[config.mk]
export PLATFORM = sky130hd
export DESIGN_NAME = protobuf_wire_stream_validator_top
export DESIGN_NICKNAME = d
export VERILOG_FILES = /design/src/hw/rtl/pwsv_pkg.sv /design/src/hw/rtl/pwsv_cfg_regs.sv /design/src/hw/rtl/pwsv_parser.sv /design/src/hw/rtl/protobuf_wire_stream_validator_top.sv
export SDC_FILE = /design/constraint.sdc
export NUM_CORES = 1
export LEC_CHECK = 0
export ABC_CLOCK_PERIOD_IN_PS = 5600
export BUFFER_PORTS_ARGS = -buffer_cell sky130_fd_sc_hd__buf_2
export CAP_MARGIN = 40
export CORE_ASPECT_RATIO = 0.5
export CORE_MARGIN = 2
export CORE_UTILIZATION = 37
export CTS_CLUSTER_DIAMETER = 150
export DETAILED_ROUTE_END_ITERATION = 8
export PLACE_DENSITY = 0.61
export SLEW_MARGIN = 20
export SYNTH_ARGS = -nofsm -noshare
export SYNTH_HDL_FRONTEND = slang
export SYNTH_SLANG_ARGS = --single-unit
export TNS_END_PERCENT = 100
[constraint.sdc]
create_clock -name clk -period 5.6 [get_ports clk]
set_clock_uncertainty 0.2 [all_clocks]
set_input_delay 0.28 -clock clk [delete_from_list [all_inputs] [get_ports clk]]
set_output_delay 0.28 -clock clk [all_outputs]
set_load 0.02 [all_outputs]
[src/hw/rtl/pwsv_pkg.sv]
`timescale 1ns / 1ps

package pwsv_pkg;

  // Longest varint accepted before the stream is declared malformed.
  localparam int MAX_VARINT_BYTES_DEFAULT = 10;
  // Byte counter inside one varint; holds any limit up to ten and the count that reaches it.
  localparam int VARINT_COUNT_W = 4;

  localparam int FIELD_NUMBER_W = 32;
  localparam int CFG_INDEX_W = 8;
  localparam int CFG_DATA_W = 32;

  // Configuration register indexes.
  localparam logic [CFG_INDEX_W-1:0] CFG_FORBIDDEN_FIELD = 8'd0;
  localparam logic [CFG_INDEX_W-1:0] CFG_FORBID_ENABLE = 8'd1;

  // Reset values of the configuration registers.
  localparam logic [FIELD_NUMBER_W-1:0] FORBIDDEN_FIELD_RESET = 32'd3;
  localparam logic FORBID_ENABLE_RESET = 1'b1;

  // Verdict codes.
  localparam logic [1:0] VERDICT_PARSING = 2'd0;
  localparam logic [1:0] VERDICT_ACCEPT = 2'd1;
  localparam logic [1:0] VERDICT_REJECT = 2'd2;

  // Reject reason codes.
  localparam logic [2:0] REASON_NONE = 3'd0;
  localparam logic [2:0] REASON_FORBIDDEN = 3'd1;
  localparam logic [2:0] REASON_WIRE_TYPE = 3'd2;
  localparam logic [2:0] REASON_TRUNCATED = 3'd3;
  localparam logic [2:0] REASON_MALFORMED = 3'd4;

  typedef struct packed {
    logic [7:0] data_byte;
    logic       end_of_stream;
  } pwsv_in_t;

  typedef struct packed {
    logic [1:0]                verdict;
    logic [2:0]                reject_reason;
    logic                      field_complete;
    logic [FIELD_NUMBER_W-1:0] field_number;
    logic                      last;
  } pwsv_out_t;

  typedef struct packed {
    logic [FIELD_NUMBER_W-1:0] forbidden_field_number;
    logic                      forbid_enable;
  } pwsv_cfg_t;

endpackage

[src/hw/rtl/pwsv_cfg_regs.sv]
`timescale 1ns / 1ps

module pwsv_cfg_regs (
  input  logic                               clk,
  input  logic                               rst,
  input  logic                               cfg_valid,
  output logic                               cfg_ready,
  input  logic [pwsv_pkg::CFG_INDEX_W-1:0]   cfg_index,
  input  logic [pwsv_pkg::CFG_DATA_W-1:0]    cfg_data,
  output pwsv_pkg::pwsv_cfg_t                cfg
);

  // Every write is taken as soon as it is offered, so the port never pushes back.
  assign cfg_ready = 1'b1;

  always_ff @(posedge clk) begin
    if (rst) begin
      cfg.forbidden_field_number <= pwsv_pkg::FORBIDDEN_FIELD_RESET;
      cfg.forbid_enable <= pwsv_pkg::FORBID_ENABLE_RESET;
    end else if (cfg_valid && cfg_ready) begin
      case (cfg_index)
        pwsv_pkg::CFG_FORBIDDEN_FIELD: begin
          cfg.forbidden_field_number <= cfg_data[pwsv_pkg::FIELD_NUMBER_W-1:0];
        end
        pwsv_pkg::CFG_FORBID_ENABLE: begin
          cfg.forbid_enable <= cfg_data[0];
        end
        default: begin
        end
      endcase
    end
  end

endmodule

[src/hw/rtl/pwsv_parser.sv]
`timescale 1ns / 1ps

module pwsv_parser #(
  parameter int MAX_VARINT_BYTES = pwsv_pkg::MAX_VARINT_BYTES_DEFAULT
) (
  input  logic                 clk,
  input  logic                 rst,
  input  logic                 step,
  input  pwsv_pkg::pwsv_in_t   beat,
  input  pwsv_pkg::pwsv_cfg_t  cfg,
  output pwsv_pkg::pwsv_out_t  result
);

  localparam logic [1:0] PH_TAG = 2'd0;
  localparam logic [1:0] PH_VARINT = 2'd1;
  localparam logic [1:0] PH_LENGTH = 2'd2;
  localparam logic [1:0] PH_SKIP = 2'd3;

  localparam logic [2:0] WT_VARINT = 3'd0;
  localparam logic [2:0] WT_FIXED64 = 3'd1;
  localparam logic [2:0] WT_LENGTH = 3'd2;
  localparam logic [2:0] WT_FIXED32 = 3'd5;

  localparam int CW = pwsv_pkg::VARINT_COUNT_W;
  localparam logic [CW-1:0] MAX_COUNT = CW'(MAX_VARINT_BYTES);

  typedef struct packed {
    logic [1:0]                          phase;
    logic [63:0]                         acc;
    logic [CW-1:0]                       count;
    logic [63:0]                         skip;
    logic [pwsv_pkg::FIELD_NUMBER_W-1:0] field;
    logic                                rejected;
    logic [2:0]                          reason;
  } parse_state_t;

  localparam parse_state_t STATE_RESET = '{
    phase: PH_TAG, acc: 64'd0, count: '0, skip: 64'd0, field: '0,
    rejected: 1'b0, reason: pwsv_pkg::REASON_NONE
  };

  parse_state_t st;
  parse_state_t st_next;

  logic [6:0]  shift;
  logic [63:0] acc_new;
  logic [63:0] skip_dec;
  logic [CW-1:0] count_inc;
  logic [2:0]  wire_type;
  logic        complete;

  always_comb begin
    st_next = st;
    complete = 1'b0;
    shift = 7'(st.count) * 7'd7;
    acc_new = st.acc;
    if (shift < 7'd64) begin
      acc_new = st.acc | ({57'd0, beat.data_byte[6:0]} << shift[5:0]);
    end
    skip_dec = (st.skip != 64'd0) ? (st.skip - 64'd1) : st.skip;
    count_inc = st.count + CW'(1);
    wire_type = acc_new[2:0];

    if (!st.rejected) begin
      if (st.phase == PH_SKIP) begin
        st_next.skip = skip_dec;
        if (skip_dec == 64'd0) begin
          complete = 1'b1;
          st_next.phase = PH_TAG;
        end
      end else begin
        st_next.acc = acc_new;
        st_next.count = count_inc;
        if (beat.data_byte[7]) begin
          if (count_inc >= MAX_COUNT) begin
            st_next.rejected = 1'b1;
            st_next.reason = pwsv_pkg::REASON_MALFORMED;
          end
        end else begin
          st_next.acc = 64'd0;
          st_next.count = '0;
          case (st.phase)
            PH_TAG: begin
              if (acc_new[63:35] != 29'd0) begin
                // Field number wider than 32 bits.
                st_next.field = '1;
                st_next.rejected = 1'b1;
                st_next.reason = pwsv_pkg::REASON_MALFORMED;
              end else begin
                st_next.field = acc_new[34:3];
                if (!(wire_type inside {WT_VARINT, WT_FIXED64, WT_LENGTH, WT_FIXED32})) begin
                  st_next.rejected = 1'b1;
                  st_next.reason = pwsv_pkg::REASON_WIRE_TYPE;
                end else if (cfg.forbid_enable &&
                             acc_new[34:3] == cfg.forbidden_field_number) begin
                  st_next.rejected = 1'b1;
                  st_next.reason = pwsv_pkg::REASON_FORBIDDEN;
                end else begin
                  case (wire_type)
                    WT_VARINT: st_next.phase = PH_VARINT;
                    WT_LENGTH: st_next.phase = PH_LENGTH;
                    WT_FIXED64: begin
                      st_next.phase = PH_SKIP;
                      st_next.skip = 64'd8;
                    end
                    default: begin
                      st_next.phase = PH_SKIP;
                      st_next.skip = 64'd4;
                    end
                  endcase
                end
              end
            end
            PH_VARINT: begin
              complete = 1'b1;
              st_next.phase = PH_TAG;
            end
            default: begin
              if (acc_new == 64'd0) begin
                complete = 1'b1;
                st_next.phase = PH_TAG;
              end else begin
                st_next.skip = acc_new;
                st_next.phase = PH_SKIP;
              end
            end
          endcase
        end
      end
    end

    // A stream that ends in the middle of a field is truncated.
    if (beat.end_of_stream && !st_next.rejected &&
        !(st_next.phase == PH_TAG && st_next.count == '0)) begin
      st_next.rejected = 1'b1;
      st_next.reason = pwsv_pkg::REASON_TRUNCATED;
    end

    if (st_next.rejected) begin
      result.verdict = pwsv_pkg::VERDICT_REJECT;
      result.reject_reason = st_next.reason;
      result.field_complete = 1'b0;
    end else begin
      result.verdict = beat.end_of_stream ? pwsv_pkg::VERDICT_ACCEPT
                                          : pwsv_pkg::VERDICT_PARSING;
      result.reject_reason = pwsv_pkg::REASON_NONE;
      result.field_complete = complete;
    end
    result.field_number = st_next.field;
    result.last = beat.end_of_stream;

    if (beat.end_of_stream) begin
      st_next = STATE_RESET;
    end
  end

  always_ff @(posedge clk) begin
    if (rst) begin
      st <= STATE_RESET;
    end else if (step) begin
      st <= st_next;
    end
  end

  a_restart_after_last: assert property (@(posedge clk) disable iff (rst)
    step && beat.end_of_stream |=> st.phase == PH_TAG && st.count == '0 && !st.rejected)
    else $error("parser did not restart after the final byte");

  a_reject_sticky: assert property (@(posedge clk) disable iff (rst)
    st.rejected && !(step && beat.end_of_stream) |=> st.rejected)
    else $error("rejection cleared before the final byte");

  a_count_bounded: assert property (@(posedge clk) disable iff (rst)
    st.count <= MAX_COUNT)
    else $error("varint byte count ran past its limit");

  a_skip_nonzero: assert property (@(posedge clk) disable iff (rst)
    st.phase == PH_SKIP && !st.rejected |-> st.skip != 64'd0)
    else $error("payload skip phase with nothing left to skip");

endmodule

[src/hw/rtl/protobuf_wire_stream_validator_top.sv]
`timescale 1ns / 1ps

// Channel   Direction  Handshake             Beat
// in        input      in_valid / in_ready   in_data: one message byte and end flag
// out       output     out_valid / out_ready out_data: verdict for that byte
// cfg       input      cfg_valid / cfg_ready cfg_index, cfg_data: one register write
//
// One byte is taken per cycle while the output is not stalled, and each byte yields
// exactly one result beat. A byte is accepted into the input register and is parsed
// on its way into the output register, which takes its result once it is empty or
// being drained; the parse state update is the single step that sets this rate.
// Reset (rst, synchronous) restores the parse state and the register defaults
// (forbidden field 3, check enabled). When out_ready is low the result holds,
// one more byte may enter the input register, and then in_ready drops.

module protobuf_wire_stream_validator_top #(
  parameter int MAX_VARINT_BYTES = pwsv_pkg::MAX_VARINT_BYTES_DEFAULT
) (
  input  logic                             clk,
  input  logic                             rst,
  input  logic                             in_valid,
  output logic                             in_ready,
  input  pwsv_pkg::pwsv_in_t               in_data,
  output logic                             out_valid,
  input  logic                             out_ready,
  output pwsv_pkg::pwsv_out_t              out_data,
  input  logic                             cfg_valid,
  output logic                             cfg_ready,
  input  logic [pwsv_pkg::CFG_INDEX_W-1:0] cfg_index,
  input  logic [pwsv_pkg::CFG_DATA_W-1:0]  cfg_data
);

  pwsv_pkg::pwsv_cfg_t cfg;
  pwsv_pkg::pwsv_in_t  hold_beat;
  pwsv_pkg::pwsv_out_t step_result;
  logic                hold_valid;
  logic                out_free;
  logic                step;

  // The output register can load when it is empty or being drained this cycle.
  assign out_free = !out_valid || out_ready;
  // The held byte is parsed whenever its result has somewhere to go.
  assign step = hold_valid && out_free;
  assign in_ready = !hold_valid || out_free;

  pwsv_cfg_regs u_cfg (
    .clk       (clk),
    .rst       (rst),
    .cfg_valid (cfg_valid),
    .cfg_ready (cfg_ready),
    .cfg_index (cfg_index),
    .cfg_data  (cfg_data),
    .cfg       (cfg)
  );

  pwsv_parser #(
    .MAX_VARINT_BYTES (MAX_VARINT_BYTES)
  ) u_parser (
    .clk    (clk),
    .rst    (rst),
    .step   (step),
    .beat   (hold_beat),
    .cfg    (cfg),
    .result (step_result)
  );

  // Input register.
  always_ff @(posedge clk) begin
    if (rst) begin
      hold_valid <= 1'b0;
    end else if (in_ready) begin
      hold_valid <= in_valid;
    end
  end

  always_ff @(posedge clk) begin
    if (in_valid && in_ready) begin
      hold_beat <= in_data;
    end
  end

  // Output register.
  always_ff @(posedge clk) begin
    if (rst) begin
      out_valid <= 1'b0;
    end else if (out_free) begin
      out_valid <= step;
    end
  end

  always_ff @(posedge clk) begin
    if (step) begin
      out_data <= step_result;
    end
  end

endmodule

==> impl_metrics.json <==
{
  "outcome": "finished, final reports clean",
  "final_common_cell": "nor2_1",
  "h-tree-depth": 1,
  "async_flop_share": 0,
  "peakVddDrop_mv": 0.2382,
  "syn_avg_cell_area_um2": 8.157,
  "synthesis.area_mm2": 0.01582,
  "core_mm2": 0.04204,
  "period_minus_slack_ns": 5.465,
  "final_antenna_net_count": 0,
  "wire_per_inst_um": 24.81,
  "route.detailed.drc": 0,
  "power_frac_seq": 0.448,
  "fin_ws_ns": 0.1349,
  "synth_warnings": 0,
  "arrival_ns": 5.75,
  "critPathLaunchType": "flip-flop",
  "cts_tree": "yes",
  "combPwrFrac": 0.113,
  "cts_buffer_depth": 3,
  "path_clk_slew_ns": 0.07,
  "fin_tns_setup_ns": 0,
  "hold_path_class": "in2reg",
  "path_max_fanout": 31,
  "slew_violations": 0,
  "rows": 53,
  "grt.total_usage": 0.2977,
  "slew_headroom": 0.3691,
  "period_share": 0.9759,
  "clkLatencyLatePin_ns": 0.59,
  "wl_mm": 67.18,
  "dieHeight_um": 150.2,
  "cts_root_buf": "clkbuf_16",
  "path_class": "reg2reg",
  "nNetsFinal": 2178,
  "grt_pass1_vias": 15570,
  "final.fill_count": 4254,
  "dpl.hpwl_mm": 49.68,
  "p_sw_frac": 0.2769,
  "die_w_um": 296.4,
  "layout-drive-gt1-share": 0.1741,
  "synth_cell_types": 114,
  "rsz0062_at_grt": "no",
  "clockPowerShare": 0.439,
  "antenna_found_initial": 1,
  "ioPinCount": 96,
  "synthCells": 1939,
  "synth-seq-cells": 253,
  "p_int_uw": 3085,
  "yosysSeqAreaShare": 0.3506,
  "viasPerCell": 6.237,
  "io_buffers": 94,
  "syn_nets": 2007,
  "grt_pass1_wl_mm": 100.5,
  "max_cap_violations": 0,
  "hold_viol": 0,
  "fin_hold_ws_ns": 0.06744,
  "cts_num_sinks": 253,
  "cellPowerDensity_mw_per_mm2": 224.4,
  "layout_common_cells": "nor2_1 (224), dfxtp_1 (205), a21oi_1 (156)",
  "synth-edff-count": 48,
  "fp.dieArea_mm2": 0.04452,
  "first_pass_iters": 6,
  "via_count": 16890,
  "numCtsBuffers": 27,
  "setup_viol": 0,
  "initialDrtViolationCount": 2199,
  "grt_max_degree": 98,
  "crit_required_ns": 5.88,
  "syn2layout_area_growth_pct": 20.19,
  "tightest_slew_ns": 0.9429,
  "p_sw_uw": 1181,
  "place_ws_ns": 0.06810,
  "gp_congestion": 1.080,
  "fmaxAchievable_mhz": 183.0,
  "start_util": 0.3762,
  "endpoint_kind": "flip-flop",
  "p_total_uw": 4266,
  "overflow": 0,
  "cts_setup_buffers": 0,
  "synthFlopType": "dfxtp_1",
  "p_leak_uw": 0.007071,
  "antenna_cells": 0
}
[power groups by stage]
stage                     registers [uW]  logic [uW]  clock network [uW]
after floorplan                     1960         256                   0
after global placement              1950         439                   0
after detailed placement            1950         441                   0
after CTS                           1910         467                1900
after global routing                1910         514                1970
final                               1910         483                1870
[metal layers]
layer | GRT usage | up-vias | part of all wire
li1 | - | 7693 | -
met1 | 0.4166 | 8101 | 0.43
met2 | 0.4371 | 918 | 0.41
met3 | 0.08385 | 179 | 0.12
met4 | 0.1025 | 0 | 0.043
met5 | 0 | - | 0
[sequential cells by signal, indices dropped and copies added, names as in the netlist]
signal	cells
hold_beat	9
hold_valid	1
out_data	39
out_valid	1
u_cfg.cfg	33
u_parser.st	170
[worst max-delay path, stage by stage (launching register included)]
cell and delay [ns]:
dfxtp_1 0.34, fa_1 0.48, ha_1 0.26, fa_2 0.46, or4b_1 0.56, o32ai_4 0.39, a41oi_2 0.21, nand2_1 0.18
or3b_2 0.46, nor4_1 0.45, nand4_1 0.20, buf_4 0.19, o211ai_2 0.22, nand2_1 0.10, and3_2 0.25, buf_12 0.18
a22o_1 0.21
[cell families after synthesis]
group	synth area share
adder cells (fa/ha/maj)	0.01297
AND/OR/NAND/NOR	0.2510
buffers and inverters	0.05672
other	0.0002371
XOR/XNOR	0.02326
flip-flops	0.3506
multiplexers	0.01835
AO/OA/AOI/OAI	0.2868
[cell type report]
| cell class | instances | area (um2) | area share |
|---|---|---|---|
| Multi-Input combinational cell | 1493 | 9457 | 0.4975 |
| Sequential cell | 253 | 5545 | 0.2917 |
| Timing Repair Buffer | 293 | 2226 | 0.1171 |
| Clock buffer | 34 | 753.2 | 0.03962 |
| Tap cell | 577 | 721.9 | 0.03798 |
| Inverter | 42 | 157.7 | 0.008293 |
| Clock inverter | 16 | 148.9 | 0.007833 |
[synth_stat cells, types with 6 or more instances]
cell       instances  area share
nor2_1           227       0.054
dfxtp_1          205        0.26
a21oi_1          158       0.050
nand2_1          150       0.036
clkbuf_1          93       0.022
a22oi_1           80       0.038
nor3_1            75       0.024
a22o_1            54       0.030
a31oi_1           51       0.020
edfxtp_1          48       0.091
o22ai_1           48       0.019
o21ai_0           46       0.015
inv_1             41      0.0097
nor4_1            40       0.016
nand3_1           37       0.012
buf_2             30      0.0095
nand2b_1          30       0.012
nand4_1           28       0.011
or3_1             27       0.011
nor2b_1           25      0.0099
xnor2_1           25       0.014
o21ai_1           22      0.0070
o32ai_1           21       0.012
o31ai_1           20      0.0095
nand3b_1          17      0.0081
and2_1            16      0.0063
or4_1             16      0.0076
and3_1            15      0.0059
buf_4             12      0.0057
buf_6             12      0.0085
o211ai_1          12      0.0057
o2bb2ai_1         12      0.0066
xor2_1            12      0.0066
or2_2             11      0.0044
ha_1              10      0.0079
mux2i_1           10      0.0063
o2111ai_1         10      0.0055
a211oi_1           8      0.0038
nand4b_1           8      0.0044
nor4_2             7      0.0055
a21o_1             6      0.0028
mux2_2             6      0.0043
nor4b_1            6      0.0033
o22a_1             6      0.0033
[final timing paths]
kind              slack, ns              end  cells past startpoint              from
setup reg to reg       0.13  u_parser.st[68]                     16  u_parser.st[100]
hold / removal         0.07   u_parser.st[0]                      2               rst
setup / recovery       0.13  u_parser.st[68]                     16  u_parser.st[100]
hold reg to reg        0.26    u_cfg.cfg[10]                      2     u_cfg.cfg[10]
[stage by stage]
stage	instances	cell area, um2	utilization
floorplan	1939	15820	-
global placement	2590	17380	0.4133
detailed placement	2598	17440	0.4149
CTS	2704	18910	0.4497
global route	2708	19010	0.4521
finish	2708	19010	0.4521
[timing repair]
action / 4_1_cts / 5_1_grt
gates resized for setup: 0 / 9
endpoints found under the setup margin: 0 / 69
hold buffers: 56 / 0
hold endpoints to repair: 44 / 0
Power figures use the tool's default switching activity.
